==> src/hdl/emdl_pkg.sv <==
// ----------------------------------------------------------------------------
// emdl_pkg: shared types and constants of the multitap echo delay line
// Register indexes, reset values and the control bundles that pass between
// the configuration block, the history sequencer and the multiply-accumulate.
// ----------------------------------------------------------------------------
`default_nettype none

package emdl_pkg;

  // Field widths fixed by the register layout.
  localparam int GAIN_W     = 16;
  localparam int DELAY_W    = 12;
  localparam int TAP_W      = 28;
  localparam int TAP_CNT_W  = 3;
  localparam int CFG_IDX_W  = 3;
  localparam int CFG_DATA_W = 28;
  localparam int FRAC_BITS  = 15;

  // Number of tap registers and the index width that selects one of them.
  localparam int TAP_REGS   = 4;
  localparam int TAP_IDX_W  = 2;

  // Reduced delays are carried at the width of the deepest history.
  localparam int DM_W       = 16;

  // Guard bits of the accumulator: the dry term plus up to four taps.
  localparam int ACC_GUARD  = 3;

  // Result queue depth, which also bounds the requests in flight.
  localparam int OUT_PTR_W  = 2;
  localparam int OUT_CNT_W  = 3;
  localparam logic [OUT_CNT_W-1:0] OUT_DEPTH = 3'd4;

  // Register indexes.
  localparam logic [CFG_IDX_W-1:0] REG_DRY_GAIN    = 3'd0;
  localparam logic [CFG_IDX_W-1:0] REG_ACTIVE_TAPS = 3'd1;
  localparam logic [CFG_IDX_W-1:0] REG_TAP0        = 3'd2;

  // Reset values.
  localparam logic [GAIN_W-1:0]    DRY_GAIN_RST    = 16'h4000;
  localparam logic [TAP_CNT_W-1:0] ACTIVE_TAPS_RST = 3'd4;
  localparam logic [TAP_W-1:0]     TAP_RST [TAP_REGS] = '{
    28'd33555456, 28'd16778752, 28'd8391168, 28'd8391680
  };

  // One tap as the sequencer sees it: delay already reduced modulo depth.
  typedef struct packed {
    logic [DM_W-1:0]   dm;
    logic [GAIN_W-1:0] gain;
  } tap_cfg_t;

  // Configuration bundle from the register block.
  typedef struct packed {
    logic [GAIN_W-1:0]               dry_gain;
    logic [TAP_CNT_W-1:0]            n_taps;
    tap_cfg_t [TAP_REGS-1:0]         taps;
  } cfg_bus_t;

  // One multiply-accumulate step issued by the sequencer.
  typedef struct packed {
    logic              vld;
    logic              first;
    logic              last;
    logic [GAIN_W-1:0] gain;
  } mac_ctl_t;

endpackage

`default_nettype wire

==> src/hdl/emdl_ofifo.sv <==
// ----------------------------------------------------------------------------
// emdl_ofifo: result queue and request credit
// Buffers finished results for the output channel and counts requests in
// flight so that every accepted request has a queue entry waiting for it.
// ----------------------------------------------------------------------------
`default_nettype none

module emdl_ofifo
  import emdl_pkg::*;
#(
  parameter int SAMPLE_BITS = 24
) (
  input  wire logic                   clk,
  input  wire logic                   rst_n,
  input  wire logic                   take,
  input  wire logic                   push,
  input  wire logic [SAMPLE_BITS-1:0] push_data,
  output logic                        credit_ok,
  output logic                        pop_vld,
  input  wire logic                   pop_rdy,
  output logic [SAMPLE_BITS-1:0]      pop_data
);

  logic [SAMPLE_BITS-1:0] q_mem [int'(OUT_DEPTH)];
  logic [OUT_PTR_W-1:0]   wr_ptr_r;
  logic [OUT_PTR_W-1:0]   rd_ptr_r;
  logic [OUT_CNT_W-1:0]   fill_r;
  logic [OUT_CNT_W-1:0]   credit_r;
  logic                   pop;

  assign pop       = pop_vld && pop_rdy;
  assign pop_vld   = (fill_r != '0);
  assign pop_data  = q_mem[rd_ptr_r];
  assign credit_ok = (credit_r < OUT_DEPTH);

  // Pointers, fill level and requests in flight.
  always_ff @(posedge clk) begin
    if (!rst_n) begin
      wr_ptr_r <= '0;
      rd_ptr_r <= '0;
      fill_r   <= '0;
      credit_r <= '0;
    end else begin
      if (push) begin
        wr_ptr_r <= wr_ptr_r + OUT_PTR_W'(1);
      end
      if (pop) begin
        rd_ptr_r <= rd_ptr_r + OUT_PTR_W'(1);
      end
      fill_r   <= fill_r + OUT_CNT_W'(push) - OUT_CNT_W'(pop);
      credit_r <= credit_r + OUT_CNT_W'(take) - OUT_CNT_W'(pop);
    end
  end

  // Queue storage.
  always_ff @(posedge clk) begin
    if (push) begin
      q_mem[wr_ptr_r] <= push_data;
    end
  end

endmodule

`default_nettype wire

==> config.mk <==
export PLATFORM = sky130hd
export DESIGN_NAME = emdl_ofifo
export DESIGN_NICKNAME = d
export VERILOG_FILES = /design/src/hdl/emdl_pkg.sv /design/src/hdl/emdl_ofifo.sv
export SDC_FILE = /design/constraint.sdc
export NUM_CORES = 1
export LEC_CHECK = 0
export BUFFER_PORTS_ARGS = -buffer_cell sky130_fd_sc_hd__buf_4
export CAP_MARGIN = 20
export CORE_MARGIN = 4
export CORE_UTILIZATION = 45
export CTS_CLUSTER_SIZE = 25
export DETAILED_ROUTE_END_ITERATION = 8
export PLACE_DENSITY = 0.72
export SETUP_SLACK_MARGIN = 0.1
export SYNTH_ARGS = -nofsm -noshare
export SYNTH_HDL_FRONTEND = slang
export SYNTH_SLANG_ARGS = --single-unit
==> constraint.sdc <==
create_clock -name clk -period 2.3 [get_ports clk]
set_clock_uncertainty 0.15 [all_clocks]
set_input_delay 0.115 -clock clk [delete_from_list [all_inputs] [get_ports clk]]
set_output_delay 0.115 -clock clk [all_outputs]
set_load 0.02 [all_outputs]
# After elaboration in Yosys (flattened, before gate mapping)
# Memory sizes are Yosys's and may differ from the RTL's. A register that Yosys moved wholly into a read port is not among the register bits.
# Cells that the tools add are included.
op_classes:
  shifts: 0
  n_mux: 4
  bitwise: 0
  mul: 0
  n_reduce_logical: 2
  eq_ne: 0
  add_sub_neg: 6
  magnitude_cmp: 1
  div: 0
op_table:
  columns: ["operator", "n"]
  rows:
  - ["3-bit by 1-bit adder with 3-bit output", 2]
  - ["3-bit by 1-bit subtractor with 3-bit output", 2]
  - ["2-bit by 1-bit adder with 2-bit output, second input constant", 2]
  - ["2-bit 2-to-1 mux", 2]
  - ["3-bit less-than comparator, second input constant", 1]
  - ["3-bit nonzero test", 1]
  - ["1-bit 2-to-1 mux", 2]
  - ["1-bit logical AND", 1]
totals:
  latchBits: 0
  romBits: 0
  output_inout_bits: 26
  inputBits: 29
  memories: 1
  ff_bits: 10
  ram_bits: 96
memory_table:
  columns: ["name", "words", "word_bits", "read_ports", "rd_clocked_by_memory_dff", "wr", "line_no", "source"]
  rows:
  - ["q_mem", 4, 24, 1, 1, 1, "emdl_ofifo.sv:24", "logic [SAMPLE_BITS-1:0] q_mem [int'(OUT_DEPTH)];"]

# Longest topological paths before layout
logic_depth:
  depth_word: 4
  depth_mapped: 8
  depth_no_buf: 8

# Worst setup path before layout
# Ideal clock, no wire load.
synth_path:
  path_type: "register -> register"
  start: "reg fill_r[1]"
  end: "reg credit_r[2]"
  path_stages_with_launch: 8
  t_required_ns: 2.035
  arrival_time_ns: 2.008
  synth_period_minus_slack_ns: 2.273
  setup_ns: 0.115
  path_slack_ns: 0.027
  cell_sequence: "dfxtp_1 > o31a_1 > ha_1 > inv_1 > ha_1 > fa_1 > xnor3_1 > and2_1"
synth_between:
  elab_chain_cells: 3
synth_lines:
  columns: ["element", "line_no", "source"]
  rows:
  - ["start, declared", "emdl_ofifo.sv:27", "logic [OUT_CNT_W-1:0] fill_r;"]
  - ["start signal, assigned", "emdl_ofifo.sv:50", "fill_r <= fill_r + OUT_CNT_W'(push) - OUT_CNT_W'(pop);"]
  - ["3-bit nonzero test", "emdl_ofifo.sv:32", "assign pop_vld = (fill_r != '0);"]
  - ["1-bit logical AND", "emdl_ofifo.sv:31", "assign pop = pop_vld && pop_rdy;"]
  - ["net pop", "emdl_ofifo.sv:29", "logic pop;"]
  - ["3-bit by 1-bit subtractor with 3-bit output", "emdl_ofifo.sv:51", "credit_r <= credit_r + OUT_CNT_W'(take) - OUT_CNT_W'(pop);"]
  - ["end signal, assigned", "emdl_ofifo.sv:51", null]
  - ["end, declared", "emdl_ofifo.sv:28", "logic [OUT_CNT_W-1:0] credit_r;"]
# The timed path passes the listed nets, and every way through them passes these cells.
# A chain may end at the register's enable or synchronous reset.

# Worst setup path in the final report
# Same ends and word-level chain as after synthesis.

==> results summary <==
The run finished with clean final reports. The fraction of layout instances using a drive strength above 1 came out at 36.01%. The biggest area contributor in the post-synthesis netlist is sky130_fd_sc_hd__edfxtp_1.

For the final routed database, the setup TNS stands at 0 ns. The number of H-tree levels is 3. The post-synthesis share of cell area spent on full adders, half adders and majority gates is 3.387%.

The total routed wirelength is 6533 um. The time the final worst path needs with I/O delays and setup is 2.121 ns. The stage delay of the slowest cell on the critical path came out at 0.36 ns. Of the available clock period, the critical path in the final layout requires 92.24%.

STA classifies the critical path startpoint as a flop. The number of max-cap violations is 0. The number of buffers between clock root and the deepest sink came out at 2. Global routing used 12.58% of the available tracks across all layers. Counting the fill cells in the layout gives 672.

The cell at the slowest stage of the critical path is sky130_fd_sc_hd__dfxtp_4. Setup repair after global routing left no endpoint under its margin. The static leakage is 1.871 nW. The compound-gate portion of the synthesized area came out at 0.4233%.

The worst vdd rail ir drop came out at 407.9 uV. The reported net switching power is 0.001260 W. The highest net fanout along the worst path came out at 3.

Counting cells, the worst reg-to-reg path comes to 7. The number of detailed-routing iterations run before antenna repair is 4. The xor/xnor cell area share of the yosys netlist came out at 1.300%. The fraction of power consumed by sequential logic is 50.1%. The path class of the tightest hold or removal check is flop to flop. The critical path is of the flop to flop type. The core region area is 8848 um2. The via count of the first global-routing pass came out at 2079. The count of antenna diodes in the layout came out at 0.

The number of slew-limit violations in the final report is 0. Setup violations remaining at the end of the flow were counted as 0. The total internal power is 0.003496 W. The final hold violation count came out at 0. The count of different cell masters after synthesis came out at 21. The HPWL after detailed placement is 4026 um. The normalized max-slew margin came out at 68.11%.

For this design the top-level I/O count stands at 55. Synthesis produced a netlist with a net count of 224. The initial antenna violation count is 0.

The library cell used as clock root buffer is sky130_fd_sc_hd__clkbuf_8. The remaining number of nets flagged by the antenna check after routing is 0. The library cell appearing most often on the critical path is sky130_fd_sc_hd__ha_1. Each instance of the synthesized netlist takes up on average 22.37 um2. The share of synthesized flip-flops with an asynchronous set or reset came out at 0%.

Counting instances in the post-synthesis netlist gives the leading cell types as 96 x sky130_fd_sc_hd__edfxtp_1, 20 x sky130_fd_sc_hd__mux4_2, 12 x sky130_fd_sc_hd__dfxtp_1, 10 x sky130_fd_sc_hd__inv_1, 9 x sky130_fd_sc_hd__and2_1. The die boundary width is 103.9 um. Measured along the y axis, the die boundary spans 103.9 um. The share of the yosys chip area belonging to registers is 75.48%. The main flop type after synthesis is sky130_fd_sc_hd__edfxtp_1.

The clock latency of the later-clocked register in the worst-skew pair is 0.35 ns. The standard-cell row count is 34. The layout overhead on the synthesized area is 25.73%. The number of standard cells after synthesis came out at 185. The fmax came out at 471.4 MHz.

In this run, the combinational gates consume 26.8% of the power. The worst path arrival time came out at 2.22 ns. The synthesized cell area came out at 4138 um2. Among all cell types in the netlist, the one instantiated most often is sky130_fd_sc_hd__edfxtp_1. The detailed-route via count came out at 1933. The net total in the final layout is 320. The multiplexer share of the synthesized area is 14.39%. The synthesized design contains 96 enable-type register cells. The post-synthesis register bit count came out at 108. STA classifies the critical path endpoint as a flop. The effective utilization at floorplan came out at 46.76%. The worst hold path passes through 2 cells. The number of sinks on the clock net is 108. At the end of routability-driven placement, the weighted congestion stood at 0.6744. The final global-route overflow total came out at 0. The worst path required time is 2.40 ns. After clock tree synthesis, the clock-pin slew on the worst setup and hold paths is 0.10 ns. The worst slack on hold paths came out at 0.3450 ns. The global-route wire length before repair is 10510 um. The switching part of the total power came out at 26.50%. The power per standard cell area came out at 914.3 nW/um2. Input and output buffers added on the ports amount to 54. TritonCTS built the clock tree.

After synthesis, the largest family of logic cells by area is multiplexers. The Yosys step of the flow raised 0 warnings. The maximum number of pins on one net before global-route repair came out at 25.

Yosys attributes the largest share of cell area to sky130_fd_sc_hd__edfxtp_1 70%, sky130_fd_sc_hd__mux4_2 11%, sky130_fd_sc_hd__dfxtp_1 5.8%, sky130_fd_sc_hd__mux4_1 2.5%, sky130_fd_sc_hd__ha_1 2.4%. Walking the worst path, the cells encountered are o31a_1 > ha_1 > inv_1 > ha_1 > fa_2 > xnor3_1 > and2_1. The detailed-route DRC error count is 0. The die footprint is 10790 um2.

At the pin with the least slew margin, the transition time is 0.4777 ns. The clock buffer count from CTS is 9. Summed over its instances, the top area cell type makes up 69.67% of the synthesized netlist area. The power share of the clock group is 23.1%.

Summing the areas of all and, or, nand and nor instances in the mapped netlist gives 2.449% of the synthesized area. After the first detailed-routing iteration, the DRC count stood at 27. Using the TritonRoute via totals, the vias-per-cell ratio works out to 4.906. The final routed wire length divided by cell count came out at 16.58 um.
cell usage in the layout (no fill, tap or decap), drive strengths merged:
cell         synthesis  routed
xnor3                2       2
o31a                 1       1
dlygate4sd3          0      29
nand2b               2       2
or3                  1       1
clkbuf               2      12
ha                   8       8
mux2i                4       4
o311ai               1       1
inv                 10      12
nand2                2       2
edfxtp              96      96
dfxtp               12      12
clkinv               0       2
fa                   2       2
buf                  5      63
nor2b                3       3
xor2                 1       1
and2                 9       9
mux4                24      24
stage by stage:
stage	std cells	power [W]	util, %	instance area [um2]	setup slack [ns]
global placement	346	0.003621	52.90	4681	0.1644
finish	394	0.004757	58.80	5202	0.1785
global route	394	0.005004	58.80	5202	0.1276
floorplan	185	0.003257	-	4138	0.2007
CTS	392	0.004800	58.51	5177	0.1413
detailed placement	346	0.003655	52.90	4681	0.09177
metal layers:
layer | part of all wire [%] | track usage [%] | vias to the layer above
met5 | 0 | 0 | -
li1 | - | - | 927
met3 | 2.9 | 2.545 | 5
met2 | 54 | 22.10 | 29
met1 | 42 | 15.20 | 972
met4 | 1.2 | 5.128 | 0
state kept, by name (all words and copies together) (netlist names), named ones only:
register and flops:
credit_r 3, q_mem 96, rd_ptr_r 2, wr_ptr_r 2, fill_r 3
power groups by stage:
stage	logic [W]	clock network [W]	registers [W]
3_3_place_gp	0.00120	0	0.00242
4_1_cts	0.00128	0.00114	0.00238
5_1_grt	0.00138	0.00122	0.00240
6_report	0.00128	0.00110	0.00238
2_1_floorplan	0.000885	0	0.00237
3_5_place_dp	0.00123	0	0.00243
logic make-up (layout without fill, tap and decap cells):
| family | after synthesis | in the layout |
|---|---|---|
| flip-flops | 108 | 108 |
| multiplexers | 28 | 28 |
| AND/OR/NAND/NOR | 17 | 17 |
| buffers and inverters | 17 | 118 |
| adder cells (fa/ha/maj) | 10 | 10 |
| XOR/XNOR | 3 | 3 |
| AO/OA/AOI/OAI | 2 | 2 |
final cells by class:
class	count	area, um2	area share [%]
clock buffers	12	170.2	3.271
clock inverters	4	28.78	0.5532
inverters	10	37.54	0.7215
multi-input cells	60	910.9	17.51
flip-flops and latches	108	3132	60.20
well taps	108	135.1	2.597
repair buffers	92	788.3	15.15
critical path: cells and delay by family, from the launching register on:
family | cells | cell delay (ns)
simple gates | 1 | 0.16
xor+xnor | 1 | 0.18
fa+ha+maj | 3 | 0.81
buf+inv | 1 | 0.04
flops | 1 | 0.36
compound gates | 1 | 0.33
worst paths after layout:
| check | slack (ns) | end | from |
|---|---|---|---|
| max | 0.18 | credit_r[2] | fill_r[1] |
| min | 0.35 | rd_ptr_r[1] | rd_ptr_r[1] |
| max reg2reg | 0.18 | credit_r[2] | fill_r[1] |
| min reg2reg | 0.35 | rd_ptr_r[1] | rd_ptr_r[1] |
timing repair:
item,4_1_cts,5_1_grt
buffers inserted,1,2
gates resized for setup,0,5
hold buffers,29,0
hold endpoints to repair,108,0
pin swaps,1,1
endpoints found under the setup margin,1,2
No activity file was read; power rests on OpenSTA's default activity.
