`src/hdl/emdl_pkg.sv`:
```
// ----------------------------------------------------------------------------
// emdl_pkg: shared types and constants of the multitap echo delay line
// Register indexes, reset values and the control bundles that pass between
// the configuration block, the history sequencer and the multiply-accumulate.
// ----------------------------------------------------------------------------
`default_nettype none

package emdl_pkg;

  // Field widths fixed by the register layout.
  localparam int GAIN_W     = 16;
  localparam int DELAY_W    = 12;
  localparam int TAP_W      = 28;
  localparam int TAP_CNT_W  = 3;
  localparam int CFG_IDX_W  = 3;
  localparam int CFG_DATA_W = 28;
  localparam int FRAC_BITS  = 15;

  // Number of tap registers and the index width that selects one of them.
  localparam int TAP_REGS   = 4;
  localparam int TAP_IDX_W  = 2;

  // Reduced delays are carried at the width of the deepest history.
  localparam int DM_W       = 16;

  // Guard bits of the accumulator: the dry term plus up to four taps.
  localparam int ACC_GUARD  = 3;

  // Result queue depth, which also bounds the requests in flight.
  localparam int OUT_PTR_W  = 2;
  localparam int OUT_CNT_W  = 3;
  localparam logic [OUT_CNT_W-1:0] OUT_DEPTH = 3'd4;

  // Register indexes.
  localparam logic [CFG_IDX_W-1:0] REG_DRY_GAIN    = 3'd0;
  localparam logic [CFG_IDX_W-1:0] REG_ACTIVE_TAPS = 3'd1;
  localparam logic [CFG_IDX_W-1:0] REG_TAP0        = 3'd2;

  // Reset values.
  localparam logic [GAIN_W-1:0]    DRY_GAIN_RST    = 16'h4000;
  localparam logic [TAP_CNT_W-1:0] ACTIVE_TAPS_RST = 3'd4;
  localparam logic [TAP_W-1:0]     TAP_RST [TAP_REGS] = '{
    28'd33555456, 28'd16778752, 28'd8391168, 28'd8391680
  };

  // One tap as the sequencer sees it: delay already reduced modulo depth.
  typedef struct packed {
    logic [DM_W-1:0]   dm;
    logic [GAIN_W-1:0] gain;
  } tap_cfg_t;

  // Configuration bundle from the register block.
  typedef struct packed {
    logic [GAIN_W-1:0]               dry_gain;
    logic [TAP_CNT_W-1:0]            n_taps;
    tap_cfg_t [TAP_REGS-1:0]         taps;
  } cfg_bus_t;

  // One multiply-accumulate step issued by the sequencer.
  typedef struct packed {
    logic              vld;
    logic              first;
    logic              last;
    logic [GAIN_W-1:0] gain;
  } mac_ctl_t;

endpackage

`default_nettype wire

```
`src/hdl/emdl_cfg.sv`:
```
// ----------------------------------------------------------------------------
// emdl_cfg: configuration registers
// Holds the dry gain, the tap count and the tap registers, and keeps each
// tap delay reduced modulo the history depth, updated in the cycle after it is written.
// ----------------------------------------------------------------------------
`default_nettype none

module emdl_cfg
  import emdl_pkg::*;
#(
  parameter int DELAY_DEPTH = 4096,
  parameter int MAX_TAPS    = 4
) (
  input  wire logic                  clk,
  input  wire logic                  rst_n,
  input  wire logic                  cfg_wr_en,
  input  wire logic [CFG_IDX_W-1:0]  cfg_index,
  input  wire logic [CFG_DATA_W-1:0] cfg_wdata,
  output cfg_bus_t                   cfg_bus
);

  // Reciprocal of the depth, rounded up; exact quotient for 12-bit delays.
  localparam int RECIP_SH = 24;
  localparam logic [RECIP_SH-1:0] RECIP =
    RECIP_SH'(((64'd1 << RECIP_SH) + 64'(DELAY_DEPTH) - 64'd1) / 64'(DELAY_DEPTH));
  localparam logic [31:0] DEPTH_W32 = 32'(DELAY_DEPTH);

  // Taps beyond the implemented count are never sequenced.
  localparam int N_LIM_I = (MAX_TAPS < TAP_REGS) ? MAX_TAPS : TAP_REGS;
  localparam logic [TAP_CNT_W-1:0] N_LIM = TAP_CNT_W'(N_LIM_I);

  logic [GAIN_W-1:0]    dry_r;
  logic [TAP_CNT_W-1:0] act_r;
  logic [RECIP_SH+DELAY_W-1:0] q_prod;
  logic [DELAY_W-1:0]   q_wr;

  // Quotient of the delay being written, stored with the tap.
  assign q_prod = (RECIP_SH+DELAY_W)'(cfg_wdata[DELAY_W-1:0]) *
                  (RECIP_SH+DELAY_W)'(RECIP);
  assign q_wr   = q_prod[RECIP_SH+DELAY_W-1:RECIP_SH];

  // Dry gain and tap count.
  always_ff @(posedge clk) begin
    if (!rst_n) begin
      dry_r <= DRY_GAIN_RST;
      act_r <= ACTIVE_TAPS_RST;
    end else if (cfg_wr_en) begin
      if (cfg_index == REG_DRY_GAIN) begin
        dry_r <= cfg_wdata[GAIN_W-1:0];
      end
      if (cfg_index == REG_ACTIVE_TAPS) begin
        act_r <= cfg_wdata[TAP_CNT_W-1:0];
      end
    end
  end

  assign cfg_bus.dry_gain = dry_r;
  assign cfg_bus.n_taps   = (act_r > N_LIM) ? N_LIM : act_r;

  // Per-tap register, quotient and reduced delay.
  for (genvar t = 0; t < TAP_REGS; t++) begin : g_tap
    localparam logic [DELAY_W-1:0] D_RST  = TAP_RST[t][DELAY_W-1:0];
    localparam logic [DELAY_W-1:0] Q_RST  = DELAY_W'(32'(D_RST) / DEPTH_W32);
    localparam logic [DM_W-1:0]    DM_RST = DM_W'(32'(D_RST) % DEPTH_W32);

    logic [TAP_W-1:0]   tap_r;
    logic [DELAY_W-1:0] q_r;
    logic [DM_W-1:0]    dm_r;
    logic [31:0]        dm_nxt;

    always_ff @(posedge clk) begin
      if (!rst_n) begin
        tap_r <= TAP_RST[t];
        q_r   <= Q_RST;
      end else if (cfg_wr_en && (cfg_index == REG_TAP0 + CFG_IDX_W'(t))) begin
        tap_r <= cfg_wdata;
        q_r   <= q_wr;
      end
    end

    // The remainder follows the stored quotient in the next cycle.
    assign dm_nxt = 32'(tap_r[DELAY_W-1:0]) - 32'(q_r) * DEPTH_W32;

    always_ff @(posedge clk) begin
      if (!rst_n) begin
        dm_r <= DM_RST;
      end else begin
        dm_r <= dm_nxt[DM_W-1:0];
      end
    end

    assign cfg_bus.taps[t].dm   = dm_r;
    assign cfg_bus.taps[t].gain = tap_r[TAP_W-1:DELAY_W];
  end

endmodule

`default_nettype wire

```
`config.mk`:
```
export PLATFORM = sky130hd
export DESIGN_NAME = emdl_cfg
export DESIGN_NICKNAME = d
export VERILOG_FILES = /design/src/hdl/emdl_pkg.sv /design/src/hdl/emdl_cfg.sv
export SDC_FILE = /design/constraint.sdc
export NUM_CORES = 1
export LEC_CHECK = 0
export ABC_CLOCK_PERIOD_IN_PS = 1400
export BUFFER_PORTS_ARGS = -buffer_cell sky130_fd_sc_hd__buf_2
export CAP_MARGIN = 20
export CORE_ASPECT_RATIO = 1.75
export CORE_UTILIZATION = 25
export CTS_BUF_LIST = sky130_fd_sc_hd__clkbuf_4
export CTS_CLUSTER_SIZE = 30
export DETAILED_ROUTE_END_ITERATION = 6
export GPL_ROUTABILITY_DRIVEN = 0
export HOLD_SLACK_MARGIN = 0.02
export SKIP_CTS_REPAIR_TIMING = 1
export SYNTH_ARGS = -nofsm -noshare
export SYNTH_HDL_FRONTEND = slang
export SYNTH_SLANG_ARGS = --single-unit
```
`constraint.sdc`:
```
create_clock -name clk -period 1.4 [get_ports clk]
set_clock_uncertainty 0.2 [all_clocks]
set_input_delay 0.28 -clock clk [delete_from_list [all_inputs] [get_ports clk]]
set_output_delay 0.28 -clock clk [all_outputs]
set_load 0.02 [all_outputs]
```
---- Word level (Yosys, flattened, before mapping) ----
Index checks and enable logic that the tools add are counted.
word-level totals
  output and inout port bits .............. 147
  input bits .............................. 34
  word-level logic and storage cells ...... 24
  register bits ........................... 179
cells by class
  reduce and logical (&&, ||, !) cells .... 7
  mux-type cells .......................... 1
  equality and inequality tests ........... 5
  $lt $le $gt $ge ......................... 1
operators with widths
  kind                count
  $eq 3x2->1 const B  2
  $eq 3x3->1 const B  2
  $logic_and 1x1->1   4
  $reduce_and 2->1    2
  $eq 3x1->1 const B  1
  $gt 3x3->1 const B  1
  $logic_not 3->1     1
  $mux 3              1

---- Logic depth before layout (Yosys ltp) ----
Gate-level depths: netlist of run 1.
  depth after elaboration ................. 2
  gate-level depth with buffers ........... 5
  gate-level depth less buffers ........... 2

---- Worst setup path before layout of run 1 ----
Ideal clock, no wire load.
  path type ............................... input-to-reg
  start point ............................. input port cfg_index[0]
  end point ............................... register dry_r[5]
  slack ................................... -129 ps
  path buffers ............................ 2
  arrival ................................. 1,207 ps
  library setup time ...................... 122 ps
  required time ........................... 1,078 ps
  stages on the path ...................... 4
  cells stage by stage .................... or4b_1 -> buf_6 -> buf_12 -> mux2i_1
on the way
  longest elaborated chain between the ends .. 2
RTL lines
  what                               line            RTL
  from (decl)                        emdl_cfg.sv:17  input wire logic [CFG_IDX_W-1:0] cfg_index,
  $logic_not 3->1                    emdl_cfg.sv:48  if (cfg_index == REG_DRY_GAIN) begin
  $reduce_and 2->1 (no source line)  --
  to (signal assigned)               emdl_cfg.sv:49  dry_r <= cfg_wdata[GAIN_W-1:0];
  to (decl)                          emdl_cfg.sv:32  logic [GAIN_W-1:0] dry_r;
No other way between the ends.
A chain may end at the register's enable or synchronous reset.

==> results.yml, run 1 <==
clock_tree:
  cts_made_buffers: 17
  cts_sinks: 179
  clk_path_buf_depth: 2
  clk_pin_slew_ns: 0.15
  clk_latency_ns: 0.61
  cts_tree: "built"
  root_buffer: "clkbuf_4"
  htree_levels: 4
worst_hold_path:
  hp-start: "cfg_index[2]"
  min_path_type: "in2reg"
  min_path_cells: 4
sta:
  rsz0062_at_grt: "yes"
  period_needed_ns: 1.794
  hold-worst-slack_ns: -0.01178
  setup_ws_ns: -0.3936
  finalCritPeriodShare_pct: 128.1
  relSlewSlack_pct: 52.88
  hold_viol_final: 3
  drv_slew: 0
  fmax_mhz: 557.5
  setup_violations: 290
  tightest_slew_ns: 0.7045
yosys:
  synth_top_area_share_pct: 58.14
  yosys-top-cells-area: "dfxtp_1, mux2i_1, nand2_1"
  synth_area_mm2: 0.006163
  ys_seq_area_share_pct: 58.14
  synthDistinctLibCells: 16
  ys_seq_elements: 179
  ys_warn_count: 0
  avgSynthCellArea_um2: 10.48
  syn_inst: 588
  synth_top_cell_by_area: "dfxtp_1"
setup_path:
  end_kind: "flip-flop"
  startpoint: "rst_n"
  crit_required_ns: 1.73
  worstPathMaxFanout: 7
  reg2reg_from: "act_r[1]"
  crit_type: "in2reg"
  r2r_cells: 3
  critPathLaunchType: "input pin"
  arrival_ns: 2.13
floorplan:
  start_util_pct: 25.56
  die_y_um: 209.7
  rows: 75
  core_area_mm2: 0.02412
  die_w_um: 120.7
  die_area_mm2: 0.02531
  num_io_pins: 181
detailed_routing:
  vias_per_cell: 4.083
  wl_um: 16860
  firstDrtPassIters: 4
  first_iter_violations: 162
  drc: 0
  num_vias: 4675
  wl_per_cell_um: 14.73
  drtAntennaViolNets: 0
global_route:
  grt_overflow: 0
  grt_pass1_vias: 4366
  use_met2_pct: 22.08
  antenna_found_initial: 3
  grtUsageMet3_pct: 3.995
  grt_first_pass_wirelength_um: 22990
  grt_util_all_layers_pct: 12.42
  grt_max_degree: 36
  top_usage_layer: "met2"
  met1_usage_pct: 12.45
power:
  totalPowerFinal_mw: 9.047
  power_frac_seq_pct: 58.1
  power.leakage_nw: 4.778
  combPwrFrac_pct: 9.9
  p_sw_share_pct: 25.00
  clkPwrFrac_pct: 32.0
  power.density_mw_per_mm2: 971.1
  p_int_mw: 6.786
  p_sw_mw: 2.261
  ir_drop_v: 0.0005851
place:
  place_area_mm2: 0.007595
  dpl_worst_slack_ns: -0.2018
  port_buffers: 164
  dp_hpwl_um: 10970
layout:
  final_util_pct: 38.63
  drive_gt1_share_pct: 45.63
  stdcell_area_mm2: 0.009316
  syn_to_final_growth_pct: 51.16
  final_nets: 857
outcome:
  violations: "negative hold slack, negative setup slack"
  outcome: "finished, violations left"
flow_run:
  drv_cap: 0
==> Yosys cell counts <==
master / number
and4b_2: 1
or4b_1: 1
mux2i_1: 131
buf_2: 15
buf_12: 1
nor2b_1: 23
nand4bb_1: 2
clkbuf_1: 18
conb_1: 1
nand2_1: 146
dfxtp_1: 179
inv_1: 48
nand4b_1: 2
buf_4: 16
buf_6: 1
and4bb_2: 3
==> through the flow <==
stage | instances | hold WS [ns] | setup TNS, ns
4_1_cts | 1093 | -0.3451 | -38.35
6_report | 1145 | -0.01178 | -47.26
2_1_floorplan | 603 | 0.1918 | -1.117
5_1_grt | 1145 | -0.08442 | -65.38
3_5_place_dp | 1062 | 0.2071 | -12.76
3_3_place_gp | 1062 | 0.2012 | -10.84
==> final cells by class <==
cell class,count,area (um^2)
repair buffers,252,2537
flip-flops and latches,179,3747
diodes,2,5.005
inverters,48,180.2
fillers,2333,14800
well taps,308,385.4
clock buffers,22,165.2
clock inverters,9,108.9
multi-input cells,325,2187
==> state kept, by name (all words and copies together), names as in the netlist <==
| register | flops |
|---|---|
| act_r | 3 |
| g_tap.dm_r | 48 |
| dry_r | 16 |
| g_tap.tap_r | 112 |
==> worst paths after layout <==
path / end / slack (ns)
max: g_tap[1].tap_r[23] / -0.39
min reg2reg: g_tap[2].dm_r[8] / 0.23
max reg2reg: act_r[1] / 0.50
min: dry_r[0] / -0.01
==> power groups by stage <==
stage          Sequential (mW)  Combinational, mW  Clock, mW
2_1_floorplan             5.42              0.354          0
3_3_place_gp              5.34              0.713          0
3_5_place_dp              5.35              0.716          0
4_1_cts                   5.24              0.718       3.04
5_1_grt                   5.27              0.961       3.23
6_report                  5.26              0.895       2.89
==> layout by cell type (no fill, tap or decap) <==
master,instances
and4bb_2,3
buf_6,128
clkbuf_4,22
dfxtp_2,131
nand4bb_2,1
nand4bb_4,1
conb_1,16
and4b_2,1
nand2_1,146
nand4b_1,2
inv_1,48
mux2i_1,131
diode_2,2
nor2b_1,23
dlygate4sd3_1,39
buf_2,33
or4b_4,1
buf_12,12
clkinv_4,4
dfxtp_1,48
clkinv_2,2
clkinv_1,1
bufinv_16,2
buf_4,40
==> critical path, stage by stage <==
cell and delay, ns:
buf_4 0.11, buf_12 0.12, dlygate4sd3_1 0.71, buf_4 0.18, dlygate4sd3_1 0.55, nand2_1 0.06, mux2i_1 0.12
==> logic make-up after synthesis <==
kind of cell | share of synthesized area [%]
other cells | 0.06084
simple gates | 12.83
flops | 58.14
buf+inv | 7.694
mux | 21.27
==> per-layer routing <==
layer / share of wire [%] / vias up
li1: - / 2313
met1: 39 / 2182
met2: 53 / 142
met3: 4.5 / 36
met4: 3.4 / 2
met5: 0.10 / -
(Power assumes the default switching activity.)
==> run 2, diff against run 1 <==
--- a/config.mk
+++ b/config.mk
@@ -8,13 +8,16 @@
 export ABC_CLOCK_PERIOD_IN_PS = 1400
 export BUFFER_PORTS_ARGS = -buffer_cell sky130_fd_sc_hd__buf_2
 export CAP_MARGIN = 20
+export CELL_PAD_IN_SITES_DETAIL_PLACEMENT = 1
+export CELL_PAD_IN_SITES_GLOBAL_PLACEMENT = 2
 export CORE_ASPECT_RATIO = 1.75
-export CORE_UTILIZATION = 25
+export CORE_UTILIZATION = 29
 export CTS_BUF_LIST = sky130_fd_sc_hd__clkbuf_4
 export CTS_CLUSTER_SIZE = 30
 export DETAILED_ROUTE_END_ITERATION = 6
 export GPL_ROUTABILITY_DRIVEN = 0
-export HOLD_SLACK_MARGIN = 0.02
+export HOLD_SLACK_MARGIN = 0.03
+export PLACE_DENSITY_LB_ADDON = 0.1
 export SKIP_CTS_REPAIR_TIMING = 1
 export SYNTH_ARGS = -nofsm -noshare
 export SYNTH_HDL_FRONTEND = slang
==> results.yml, run 2 (synthesized netlist as in run 1, its figures left out) <==
outcome:
  outcome: "finished, violations left"
  violations: "design-rule violations, negative setup slack"
layout:
  layout_top_registers: "g_tap.tap_r (112), g_tap.dm_r (48), dry_r (16)"
  drive_gt1_share_pct: 46.10
  register_area_mm2: 0.003752
  fin_cells: 1073
  final_common_cell: "nand2_1"
  final_cell_mix: "nand2_1, mux2i_1, buf_6"
  num-fill-cells: 2291
  final_util_pct: 43.45
  final_nets: 842
  largest_reg_flops: 112
  multi_input_area_mm2: 0.002191
  top_register: "g_tap.tap_r"
  syn_to_final_growth_pct: 46.95
detailed_routing:
  wl_um: 16980
  wl_per_cell_um: 15.82
  num_vias: 4673
  firstDrtPassIters: 6
  drc: 11
  first_iter_violations: 89
  vias_per_cell: 4.355
  drtAntennaViolNets: 0
floorplan:
  die_area_mm2: 0.02186
  core_area_mm2: 0.02085
  start_util_pct: 29.57
  rows: 70
  die_y_um: 194.9
  num_io_pins: 181
  die_w_um: 112.2
worst_hold_path:
  hp-start: "cfg_index[1]"
  min_path_cells: 4
  min_path_type: "in2reg"
  holdPathEnd: "dry_r[2]"
place:
  port_buffers: 164
  dp_hpwl_um: 11860
  dp.cells: 995
  dpl_worst_slack_ns: -0.2102
clock_tree:
  clk_pin_slew_ns: 0.14
  root_buffer: "clkbuf_4"
  clk_latency_ns: 0.56
  cts_made_buffers: 17
  clk_path_buf_depth: 2
  cts_sinks: 179
  cts_tree: "built"
  htree_levels: 4
sta:
  hold_viol_final: 0
  fmax_mhz: 603.7
  finalCritPeriodShare_pct: 118.3
  setup_violations: 131
  rsz0062_at_grt: "yes"
  hold-worst-slack_ns: 0.04003
  setup-tns-final_ns: -14.32
  setup_ws_ns: -0.2564
  drv_slew: 0
  period_needed_ns: 1.656
setup_path:
  rrSetupSlack_ns: 0.47
  critPathSlowestCell: "dfxtp_4"
  critPathLaunchType: "flip-flop"
  path_cells: "nor2b_4 -> buf_6"
  crit_required_ns: 0.92
  end_kind: "output port"
  crit_type: "reg2out"
  cpPeakStageDelay_ns: 0.39
  r2r_cells: 3
  r2r-end: "g_tap[3].tap_r[20]"
  arrival_ns: 1.18
  reg2reg_from: "g_tap[3].tap_r[20]"
  worstPathMaxFanout: 4
global_route:
  grt_first_pass_wirelength_um: 25550
  grt_max_degree: 54
  grt_pass1_vias: 4843
  antenna_found_initial: 1
  grt_util_all_layers_pct: 15.36
  grt_overflow: 0
flow_run:
  drv_cap: 0
power:
  power.leakage_nw: 4.674
  ir_drop_v: 0.0004431
  power.density_mw_per_mm2: 977.0
[run 2: worst max-delay path by stage]
| stage | startpoint | end | slack (ns) | cells past startpoint |
|---|---|---|---|---|
| 2_1_floorplan | cfg_index[0] | dry_r[5] | -0.11 | 4 |
| 3_3_place_gp | cfg_index[0] | dry_r[13] | -0.17 | 4 |
| 3_5_place_dp | cfg_index[0] | dry_r[13] | -0.21 | 4 |
| 4_1_cts | act_r[0] | cfg_bus[128] | -0.42 | 2 |
| 5_1_grt | act_r[2] | cfg_bus[128] | -0.33 | 2 |
| 6_report | act_r[2] | cfg_bus[128] | -0.26 | 2 |
[run 2: layer usage]
metal  part of all wire (%)  global-route usage (%)  up-vias
li1                       -                       -     2276
met1                     37                   15.02     2274
met2                     57                   30.57      110
met3                    4.2                   3.430       13
met4                    1.6                   5.728        0
met5                      0                       0        -
[run 2: worst max-delay path, delay by kind of cell, from the launching register on]
kind / cells / cell delay [ns]
buffers and inverters: 1 / 0.12
AND/OR/NAND/NOR: 1 / 0.12
flip-flops: 1 / 0.39
[run 2: layout make-up]
class	count	area share, %
clock buffer	17	1.409
clock inverter	14	1.450
antenna	1	0.02763
inverter	48	1.989
tap	252	3.481
timing repair buffer	237	26.03
sequential	179	41.43
multi-input combinational	325	24.19
[run 2: stage by stage]
| stage | instance area [um^2] | power [mW] |
|---|---|---|
| 3_5_place_dp | 7381 | 6.037 |
| 4_1_cts | 7640 | 8.840 |
| 2_1_floorplan | 6232 | 5.778 |
| 6_report | 9057 | 8.849 |
| 5_1_grt | 9057 | 9.312 |
| 3_3_place_gp | 7381 | 6.019 |
[run 2: power by group]
part | internal, mW | switching, mW
Combinational | 0.391 | 0.440
Clock | 0.892 | 1.87
Sequential | 5.20 | 0.0588
