### config.mk
export PLATFORM = sky130hd
export DESIGN_NAME = emdl_mac
export DESIGN_NICKNAME = d
export VERILOG_FILES = /design/src/hdl/emdl_pkg.sv /design/src/hdl/emdl_mac.sv
export SDC_FILE = /design/constraint.sdc
export NUM_CORES = 1
export LEC_CHECK = 0
export ABC_CLOCK_PERIOD_IN_PS = 7700
export BUFFER_PORTS_ARGS = -buffer_cell sky130_fd_sc_hd__buf_2
export CORE_MARGIN = 5
export CORE_UTILIZATION = 65
export DETAILED_ROUTE_END_ITERATION = 8
export GPL_TIMING_DRIVEN = 0
export MAX_ROUTING_LAYER = met4
export PLACE_DENSITY = 0.9
export SLEW_MARGIN = 25
export SYNTH_ARGS = -nofsm -noshare
export SYNTH_HDL_FRONTEND = slang
export SYNTH_SLANG_ARGS = --single-unit
export TNS_END_PERCENT = 5
### constraint.sdc
create_clock -name clk -period 7.7 [get_ports clk]
set_clock_uncertainty 0.2 [all_clocks]
set_input_delay 0.77 -clock clk [delete_from_list [all_inputs] [get_ports clk]]
set_output_delay 0.77 -clock clk [all_outputs]
set_load 0.05 [all_outputs]
### src/hdl/emdl_pkg.sv
// ----------------------------------------------------------------------------
// emdl_pkg: shared types and constants of the multitap echo delay line
// Register indexes, reset values and the control bundles that pass between
// the configuration block, the history sequencer and the multiply-accumulate.
// ----------------------------------------------------------------------------
`default_nettype none

package emdl_pkg;

  // Field widths fixed by the register layout.
  localparam int GAIN_W     = 16;
  localparam int DELAY_W    = 12;
  localparam int TAP_W      = 28;
  localparam int TAP_CNT_W  = 3;
  localparam int CFG_IDX_W  = 3;
  localparam int CFG_DATA_W = 28;
  localparam int FRAC_BITS  = 15;

  // Number of tap registers and the index width that selects one of them.
  localparam int TAP_REGS   = 4;
  localparam int TAP_IDX_W  = 2;

  // Reduced delays are carried at the width of the deepest history.
  localparam int DM_W       = 16;

  // Guard bits of the accumulator: the dry term plus up to four taps.
  localparam int ACC_GUARD  = 3;

  // Result queue depth, which also bounds the requests in flight.
  localparam int OUT_PTR_W  = 2;
  localparam int OUT_CNT_W  = 3;
  localparam logic [OUT_CNT_W-1:0] OUT_DEPTH = 3'd4;

  // Register indexes.
  localparam logic [CFG_IDX_W-1:0] REG_DRY_GAIN    = 3'd0;
  localparam logic [CFG_IDX_W-1:0] REG_ACTIVE_TAPS = 3'd1;
  localparam logic [CFG_IDX_W-1:0] REG_TAP0        = 3'd2;

  // Reset values.
  localparam logic [GAIN_W-1:0]    DRY_GAIN_RST    = 16'h4000;
  localparam logic [TAP_CNT_W-1:0] ACTIVE_TAPS_RST = 3'd4;
  localparam logic [TAP_W-1:0]     TAP_RST [TAP_REGS] = '{
    28'd33555456, 28'd16778752, 28'd8391168, 28'd8391680
  };

  // One tap as the sequencer sees it: delay already reduced modulo depth.
  typedef struct packed {
    logic [DM_W-1:0]   dm;
    logic [GAIN_W-1:0] gain;
  } tap_cfg_t;

  // Configuration bundle from the register block.
  typedef struct packed {
    logic [GAIN_W-1:0]               dry_gain;
    logic [TAP_CNT_W-1:0]            n_taps;
    tap_cfg_t [TAP_REGS-1:0]         taps;
  } cfg_bus_t;

  // One multiply-accumulate step issued by the sequencer.
  typedef struct packed {
    logic              vld;
    logic              first;
    logic              last;
    logic [GAIN_W-1:0] gain;
  } mac_ctl_t;

endpackage

`default_nettype wire

### src/hdl/emdl_mac.sv
// ----------------------------------------------------------------------------
// emdl_mac: multiply-accumulate and output scaling
// Multiplies each operand by its gain, sums the terms of one request and
// turns the sum into a saturated sample after a Q1.15 shift.
// ----------------------------------------------------------------------------
`default_nettype none

module emdl_mac
  import emdl_pkg::*;
#(
  parameter int SAMPLE_BITS = 24
) (
  input  wire logic                   clk,
  input  wire logic                   rst_n,
  input  mac_ctl_t                    mac_ctl,
  input  wire logic [SAMPLE_BITS-1:0] mac_operand,
  output logic                        res_vld,
  output logic [SAMPLE_BITS-1:0]      res_data
);

  localparam int PROD_W = SAMPLE_BITS + GAIN_W;
  localparam int ACC_W  = PROD_W + ACC_GUARD;
  localparam int SH_W   = ACC_W - FRAC_BITS;

  logic signed [PROD_W-1:0] prod;
  logic signed [PROD_W-1:0] prod_r;
  logic                     c2_vld_r;
  logic                     c2_first_r;
  logic                     c2_last_r;
  logic signed [ACC_W-1:0]  acc_r;
  logic signed [ACC_W-1:0]  prod_ext;
  logic signed [ACC_W-1:0]  acc_nxt;
  logic                     done_r;
  logic signed [SH_W-1:0]   shifted;
  logic [SH_W-SAMPLE_BITS:0] sh_hi;
  logic                     pos_ovf;
  logic                     neg_ovf;

  // Product stage.
  assign prod = $signed(mac_operand) * $signed(mac_ctl.gain);

  always_ff @(posedge clk) begin
    if (!rst_n) begin
      c2_vld_r <= 1'b0;
    end else begin
      c2_vld_r <= mac_ctl.vld;
    end
  end

  always_ff @(posedge clk) begin
    prod_r     <= prod;
    c2_first_r <= mac_ctl.first;
    c2_last_r  <= mac_ctl.last;
  end

  // Accumulate stage: the dry term restarts the sum.
  assign prod_ext = ACC_W'(prod_r);
  assign acc_nxt  = c2_first_r ? prod_ext : acc_r + prod_ext;

  always_ff @(posedge clk) begin
    if (!rst_n) begin
      done_r <= 1'b0;
    end else begin
      done_r <= c2_vld_r && c2_last_r;
    end
  end

  always_ff @(posedge clk) begin
    if (c2_vld_r) begin
      acc_r <= acc_nxt;
    end
  end

  // Arithmetic shift rounds toward minus infinity; then saturate.
  assign shifted = SH_W'(acc_r >>> FRAC_BITS);
  assign sh_hi   = shifted[SH_W-1:SAMPLE_BITS-1];
  assign pos_ovf = !shifted[SH_W-1] && (|sh_hi);
  assign neg_ovf = shifted[SH_W-1] && !(&sh_hi);

  always_comb begin
    priority if (pos_ovf) begin
      res_data = {1'b0, {(SAMPLE_BITS-1){1'b1}}};
    end else if (neg_ovf) begin
      res_data = {1'b1, {(SAMPLE_BITS-1){1'b0}}};
    end else begin
      res_data = shifted[SAMPLE_BITS-1:0];
    end
  end

  assign res_vld = done_r;

endmodule

`default_nettype wire

Word-level counts from Yosys, hierarchy flattened. Index checks and enable logic that the tools add are counted. W data, S select, Z words.

Bits in registers: 87. Bits of input ports: 45.

$add $sub $neg: 1. Multiply operators: 1. Mux-type cells: 3. Reduce and logical (&&, ||, !) cells: 7.

Operator list (number): $mux W24 (2); $add A43 B40 Y43 (1); $mux W43 (1); $mul A24 B16 Y40 (1); $reduce_and A5 Y1 (1); $reduce_or A5 Y1 (1); $logic_and A1 B1 Y1 (3); $logic_not A1 Y1 (2).

Logic depth before layout (Yosys ltp). Gate-level depths: netlist of run 1.

Word-level depth: 5. Mapped depth: 26. Depth with buffers taken out: 24.

Worst setup path after synthesis of run 1. OpenSTA, ideal clock, no wires.

Kind: input port to flip-flop. From: input port mac_operand[11]. To: register prod_r[39]. Arrival: 6.431 ns. Data required time: 7.366 ns. Setup slack: 0.935 ns. Stages: 22. Cell sequence: clkbuf_1 -> nand2_1 -> fa_1 -> fa_1 -> fa_1 -> inv_1 -> fa_1 -> fa_1 -> inv_1 -> fa_1 -> inv_1 -> ha_1 -> nand3_1 -> o221ai_1 -> a21oi_1 -> o21bai_1 -> a21o_1 -> a31o_2 -> a31o_2 -> a311o_1 -> nor4_1 -> a311oi_1.

Cells in the longest elaborated chain, start to end: 1.

RTL lines: from (decl) (line emdl_mac.sv:16) `input wire logic [SAMPLE_BITS-1:0] mac_operand,`; $mul A24 B16 Y40 (line emdl_mac.sv:40) `assign prod = $signed(mac_operand) * $signed(mac_ctl.gain);`; named net prod[39] (line emdl_mac.sv:25) `logic signed [PROD_W-1:0] prod;`; to (signal assigned) (line emdl_mac.sv:51) `prod_r <= prod;`; to (decl) (line emdl_mac.sv:26) `logic signed [PROD_W-1:0] prod_r;`.

The timed path passes the listed nets, and every way through them passes these cells. A chain may end at the register's enable or synchronous reset.

Worst setup path in the final report of run 1.
From: input port mac_operand[12]. To: register prod_r[38].

Same word-level chain as after synthesis.

==> results of run 1 <==
sequential cells by signal, summed over array words and instances, names as in the netlist:
name	flops
prod_r	40
c2_vld_r	1
acc_r	43
res_vld	1
c2_last_r	1
c2_first_r	1
worst max-delay path by stage:
stage                 end  slack (ps)  depth (start not counted)
2_1_floorplan  prod_r[39]         930                         22
3_3_place_gp   prod_r[39]         -30                         23
3_5_place_dp   prod_r[37]        -210                         22
6_report       prod_r[38]         340                         21
5_1_grt        prod_r[39]          10                         23
4_1_cts        prod_r[37]         140                         22
kinds of logic (layout without fill, tap and decap cells):
family / count (synthesis) / in the layout / synth area share
buffers and inverters: 537 / 619 / 0.107
multiplexers: 4 / 4 / 0.00226
flip-flops: 87 / 87 / 0.115
AO/OA/AOI/OAI: 277 / 277 / 0.0971
adder cells (fa/ha/maj): 515 / 515 / 0.492
XOR/XNOR: 77 / 77 / 0.0358
AND/OR/NAND/NOR: 591 / 591 / 0.151
synthesized netlist by cell type, types with 43 or more instances:
cell | instances | area, µm²
a21oi_1 | 78 | 390
ha_1 | 140 | 1750
inv_1 | 452 | 1700
nor2_1 | 46 | 173
fa_1 | 375 | 7510
and2_1 | 153 | 957
a21o_1 | 45 | 338
edfxtp_1 | 43 | 1290
nand2_1 | 297 | 1110
dfxtp_1 | 44 | 881
clkbuf_1 | 78 | 293
xnor2_1 | 48 | 420
o21ai_0 | 60 | 300
through the flow:
step                      hold slack (ps)  setup slack [ps]  utilization  setup TNS, ps
after floorplan                       229               935            -              0
after global placement                236             -34.8        0.687          -68.2
after detailed placement              239              -209        0.687           -354
after CTS                             254               140        0.697              0
after global routing                  280              11.0        0.697              0
final                                 251               339        0.697              0
critical path, delay by kind of cell:
kind,cells,cell delay (ps)
AO/OA/AOI/OAI,7,1970
XOR/XNOR,1,140
adder cells (fa/ha/maj),7,3530
buffers and inverters,5,870
AND/OR/NAND/NOR,1,160
layer usage:
layer / wire [µm] / part of all wire / track usage / vias up
met2: 22800 / 0.47 / 0.511 / 699
met3: 4850 / 0.10 / 0.0731 / 140
met1: 19000 / 0.39 / 0.398 / 7110
li1: - / - / - / 6567
met5: 0 / 0 / - / -
met4: 1940 / 0.040 / 0.110 / 0
area by class of cell:
| class | count | area (µm²) |
|---|---|---|
| buffer | 81 | 318 |
| clock buffer | 9 | 225 |
| clock inverter | 7 | 58.8 |
| fill | 2208 | 8670 |
| inverter | 453 | 1700 |
| multi-input combinational | 1464 | 14600 |
| sequential | 87 | 2180 |
| tap | 384 | 480 |
| timing repair buffer | 69 | 345 |
==> out/metrics.cfg, run 1 <==
[setup_path]
path_class=in2reg
crit_top_cell=fa_1
crit_path_start_kind=primary input
crit_fanout=10
timing.rr.start=acc_r[17]
worstPathRequired_ps=7790
cp.arrival_ps=7450
rrSetupSlack_ps=3750
crit_chain=buf_2, clkbuf_1, nand2_1, fa_1, fa_1, fa_1, inv_1, fa_1, fa_1, inv_1, fa_1, inv_1, ha_1, a21o_1, a21o_1, a221o_1, a31oi_1, o21ai_1, a31o_2, a211oi_1, xnor2_1
crit_path_end_kind=flop
slowest_delay_ps=560
worstReg2RegEnd=acc_r[42]
cp_slowest_cell=fa_1
ff2ff_path_depth=13
crit_path_start=mac_operand[12]

[synthesis]
ys_types=65
synth_nets=2648
synth-seq-area-share=0.115
syn_area_um2=18800
yosysWarnings=0
avgSynthCellArea_um2=9.02
synth-async-reset-ratio=0
synth_edf_count=43
yosys_register_bits=87
ys_dominant_reg_cell=dfxtp_1
syn_inst=2088

[finish]
area_delta_synth_final_pct=5.93
final_cell_mix=inv_1 (452), fa_1 (375), nand2_1 (297)
drive_gt1_frac=0.0544
postLayoutCellArea_um2=20000
final_common_cell=inv_1
num_antenna_cells=0
layout.nets=2725
layoutNonFillerInstCount=2554

[placement]
dpl.hpwl_mm=41.4
placed_cells=2541
io_buffers=69
gp_congestion=1.00
placed_cell_area_um2=19700

[global_route]
grt_pass1_vias=15800
grt_overflow_total=0
grt_pass1_wl_mm=80.6
antenna_found_initial=0
grt_usage=0.317
grt_max_degree=45

[drt]
antenna_left=0
drc_errors=0
wl_per_cell_um=19.0
drt-initial-drc-count=1258
num_vias=14500
drtPass1Iterations=7
wl_mm=48.6
viasPerCell=5.68

[worst_hold_path]
min_from=c2_last_r
min_path_cells=1
hold_end=res_vld
hp-class=reg2reg

[clock_tree]
htree_levels=3
cts_buffer_depth=2
numCtsBuffers=9
cts_tree=done
clkTransAtPathRegs_ps=70
hold_buffers=0
cts_sinks=87
post_cts_buffers=0
insertion_delay_ps=350
cts_root_buf=clkbuf_16
cts_resized=0

[sta]
finalCriticalPeriod_ps=7360
drv_slew=0
timing.final.crit_share=0.956
max_clock_freq_mhz=136
setup_violations=0
relSlewSlack=0.547
tightest_slew_ps=679
finalHoldViolCount=0
rsz0062_at_grt=false

[die]
core_region_area_um2=28600
dieArea_um2=32500
io_pins=70
die_width_um=180
num_rows=62
die_y_um=180
initial_core_util=0.658

[job]
cap_violations=0

[status]
outcome=finished clean

Power of run 1 is left out: the tool's default activity adds up to more than one toggle a clock period on the data nets, which glitch-free logic cannot reach.
==> inputs of run 2 (changes only) <==
--- a/config.mk
+++ b/config.mk
@@ -7,7 +7,7 @@
 export LEC_CHECK = 0
 export ABC_CLOCK_PERIOD_IN_PS = 7700
 export BUFFER_PORTS_ARGS = -buffer_cell sky130_fd_sc_hd__buf_2
-export CORE_MARGIN = 5
+export CORE_MARGIN = 2
 export CORE_UTILIZATION = 65
 export DETAILED_ROUTE_END_ITERATION = 8
 export GPL_TIMING_DRIVEN = 0
==> constraint.sdc (replaced) <==
create_clock -name clk -period 7.7 [get_ports clk]
set_clock_uncertainty 0.2 [all_clocks]
set_input_delay 1.155 -clock clk [delete_from_list [all_inputs] [get_ports clk]]
set_output_delay 1.155 -clock clk [all_outputs]
set_load 0.05 [all_outputs]
==> run 2 against run 1 <==
Non-clock buffer count fell by 5. Cell count decreased by 0.23%. Via count increased by 1.3%. Core utilization is 0.37 points higher. Critical path depth rose by 2. Final area rose by 0.53%.
==> out/metrics.cfg, run 2 (synthesis results as in run 1) <==
[clock_tree]
cts_buffer_depth=2
numCtsBuffers=9
clkTransAtPathRegs_ps=60
htree_levels=3
cts_tree=done
hold_buffers=0
cts_root_buf=clkbuf_16
insertion_delay_ps=350
cts_sinks=87

[global_route]
antenna_found_initial=0
grt_pass1_wl_mm=82.0
grt_pass1_vias=16000
grt_overflow_total=0
grt_usage=0.358
grt_max_degree=24

[setup_path]
crit_path_end_kind=flop
cp_slowest_cell=fa_1
crit_fanout=10
crit_path_start_kind=primary input
worstPathRequired_ps=7700
crit_chain=buf_2, clkbuf_1, and2_1, fa_1, fa_1, fa_1, fa_1, fa_1, inv_1, fa_1, inv_1, ha_1, clkbuf_1, nand2_1, nand2_1, a21o_1, a21oi_1, o21ai_0, a31o_2, a31o_2, a311o_1, nor4_2, a311oi_1
crit_top_cell=fa_1
path_class=in2reg
rrSetupSlack_ps=3660
slowest_delay_ps=560
cp.arrival_ps=7530

[drt]
wl_mm=50.0
wl_per_cell_um=19.6
antenna_left=0
num_vias=14700
drt-initial-drc-count=1543
drtPass1Iterations=8
drc_errors=0
viasPerCell=5.77

[status]
outcome=finished clean

[sta]
drv_slew=0
setup_ws_ps=178
relSlewSlack=0.553
max_clock_freq_mhz=133
tightest_slew_ps=670
finalHoldViolCount=0
whs_ps=252
timing.final.crit_share=0.977
finalCriticalPeriod_ps=7520
rsz0062_at_grt=true
setup_violations=0

[finish]
drive_gt1_frac=0.0689
layoutNonFillerInstCount=2548
largest_register_ffs=43
final_cell_mix=inv_1 (452), fa_1 (375), nand2_1 (297)
top_register=acc_r
nFillCells=2196
area_delta_synth_final_pct=6.48
final_core_util=0.701
num_antenna_cells=0
multi_input_area_um2=14700
layout.nets=2720
final_common_cell=inv_1
top_regs=acc_r (43), prod_r (40)
regArea_um2=2170

[die]
io_pins=70
initial_core_util=0.658
dieArea_um2=30400
die_width_um=174
num_rows=62
core_region_area_um2=28600
die_y_um=174

[placement]
dpl.hpwl_mm=41.9
placed_cells=2542
gp_congestion=1.07
pre_cts_ws_ps=-632
io_buffers=69

[worst_hold_path]
hp-class=reg2reg

[job]
cap_violations=0

run 2: timing repair:
| action | in CTS | in global routing |
|---|---|---|
| resized for setup | 6 | 84 |
| endpoints found under the setup margin | 6 | 8 |
| setup buffers | 0 | 0 |
run 2: worst max-delay path: cells and delay by family:
kind | cells | cell delay (ps)
buffers and inverters | 5 | 1050
AOI/OAI and AO/OA | 7 | 1490
and+or+nand+nor | 4 | 680
adders and majority gates | 7 | 3110
run 2: cell type report:
cell class / count / area share
inverter: 453 / 0.0849
clock buffer: 9 / 0.0112
buffer: 75 / 0.0174
clock inverter: 6 / 0.00462
timing repair buffer: 70 / 0.0186
multi-input combinational: 1464 / 0.731
sequential: 87 / 0.108
tap: 384 / 0.0240
run 2: final timing paths:
check              startpoint          to  depth (start not counted)
setup / recovery  mac_ctl[14]  prod_r[39]                         23
hold / removal      c2_last_r     res_vld                          1
setup reg to reg    acc_r[17]   acc_r[42]                         13
hold reg to reg     c2_last_r     res_vld                          1
run 2: stage by stage:
step / TNS (ps) / instance area (µm²)
finish: 0 / 20100
global route: -8.64 / 20100
CTS: 0 / 20000
detailed placement: -4560 / 19700
global placement: -3120 / 19700
floorplan: 0 / 18800
run 2: metal layers:
| metal | up-vias | track usage | part of all wire |
|---|---|---|---|
| met3 | 154 | 0.0803 | 0.097 |
| met1 | 7279 | 0.440 | 0.39 |
| li1 | 6542 | - | - |
| met2 | 727 | 0.579 | 0.47 |
| met5 | - | - | 0 |
| met4 | 0 | 0.144 | 0.042 |
Power of run 2 is left out for the same reason.
==> inputs of run 3 (changes only) <==
--- a/config.mk
+++ b/config.mk
@@ -11,8 +11,8 @@
 export CORE_UTILIZATION = 65
 export DETAILED_ROUTE_END_ITERATION = 8
 export GPL_TIMING_DRIVEN = 0
-export MAX_ROUTING_LAYER = met4
 export PLACE_DENSITY = 0.9
+export SKIP_CTS_REPAIR_TIMING = 1
 export SLEW_MARGIN = 25
 export SYNTH_ARGS = -nofsm -noshare
 export SYNTH_HDL_FRONTEND = slang
==> run 3 against run 2 <==
Fmax is 1.7% lower. Critical path depth stayed put. Core utilization hardly changed. Register-to-register slack better by 120 ps. Sequential share of layout area hardly changed. Highest routed layer unchanged.
==> out/metrics.cfg, run 3 (synthesis results as in run 1) <==
[finish]
top_register=acc_r
largest_register_ffs=43
drive_gt1_frac=0.0723
final_common_cell=inv_1
final_cell_mix=inv_1 (452), fa_1 (375), nand2_1 (297)
top_regs=acc_r (43), prod_r (40)
area_delta_synth_final_pct=6.56
nFillCells=2143
final_core_util=0.701
layout.nets=2728
num_antenna_cells=0

[drt]
drc_errors=0
drt-initial-drc-count=1284
wl_mm=49.4
drtPass1Iterations=8
num_vias=14700
viasPerCell=5.75
antenna_left=0
wl_per_cell_um=19.3

[clock_tree]
cts_root_buf=clkbuf_16
clkTransAtPathRegs_ps=70
cts_buffer_depth=2
numCtsBuffers=9
insertion_delay_ps=350
cts_sinks=87
htree_levels=3
cts_tree=done

[sta]
max_clock_freq_mhz=131
drv_slew=0
relSlewSlack=0.510
finalHoldViolCount=0
rsz0062_at_grt=true
setup_violations=0
timing.final.crit_share=0.994
setup_ws_ps=48.2
setup_tns_ps=0
finalCriticalPeriod_ps=7650
tightest_slew_ps=716

[setup_path]
path_class=in2reg
cp.arrival_ps=7660
crit_fanout=10
worstPathRequired_ps=7700
crit_path_start_kind=primary input
cp_slowest_cell=fa_1
crit_path_end_kind=flop
crit_chain=buf_2, clkbuf_4, nand2_1, fa_1, fa_1, fa_1, inv_1, fa_1, fa_1, inv_1, fa_1, inv_1, ha_1, nand3_1, o221ai_1, a21oi_2, o21bai_1, a21o_1, a31o_2, a31o_2, a311o_1, nor4_2, a311oi_1
crit_top_cell=fa_1
slowest_delay_ps=540

[global_route]
grt_overflow_total=0
grt_usage=0.342
grt_max_degree=24
grt_pass1_vias=15800
antenna_found_initial=0
grt_pass1_wl_mm=81.1

[placement]
io_buffers=69
gp_congestion=1.00
pre_cts_ws_ps=-760
dpl.hpwl_mm=41.3

[status]
outcome=finished clean

[job]
cap_violations=0

[die]
io_pins=70
die_y_um=174
die_width_um=174
initial_core_util=0.658
core_region_area_um2=28600
dieArea_um2=30400
num_rows=62

[worst_hold_path]
hp-class=reg2reg

run 3: changes by cell type in the layout (fill, tap and decap cells not counted):
cell,before,now
clkbuf_2,25,34
buf_2,77,73
buf_4,0,3
clkinv_2,0,3
buf_6,2,0
clkbuf_4,3,5
inv_4,2,0
a31oi_1,8,9
a31oi_2,1,0
bufinv_16,2,1
clkinvlp_4,0,1
run 3: worst max-delay path, delay by kind of cell:
family	cells	cell delay, ps
AOI/OAI and AO/OA	8	1790
adders and majority gates	7	3420
buffers and inverters	5	740
and+or+nand+nor	3	520
run 3: path summary, 6_finish.rpt:
| check | from | endpoint | slack [ps] | cells after the start |
|---|---|---|---|---|
| max | mac_operand[10] | prod_r[39] | 50 | 23 |
| min | c2_last_r | res_vld | 270 | 1 |
| max reg2reg | acc_r[17] | acc_r[42] | 3780 | 13 |
| min reg2reg | c2_last_r | res_vld | 270 | 1 |
run 3: layout make-up:
cell class,count,area (µm²),area share
buffer,81,372,0.0185
multi-input combinational,1464,14700,0.730
inverter,453,1700,0.0849
clock buffer,9,225,0.0112
clock inverter,7,71.3,0.00355
timing repair buffer,72,390,0.0194
tap,384,480,0.0239
sequential,87,2170,0.108
run 3: metal layers:
metal | track usage | part of all wire
met1 | 0.445 | 0.39
met2 | 0.563 | 0.47
met3 | 0.0798 | 0.10
met4 | 0.130 | 0.044
met5 | 0 | 0
run 3: metrics by stage:
| step | area, µm² | hold WS (ps) | instances |
|---|---|---|---|
| 6_report | 20100 | 267 | 2557 |
| 5_1_grt | 20100 | 305 | 2557 |
| 3_5_place_dp | 19700 | 256 | 2542 |
| 2_1_floorplan | 18800 | 229 | 2088 |
| 4_1_cts | 20000 | 277 | 2558 |
| 3_3_place_gp | 19700 | 240 | 2541 |
Power of run 3 is left out for the same reason.
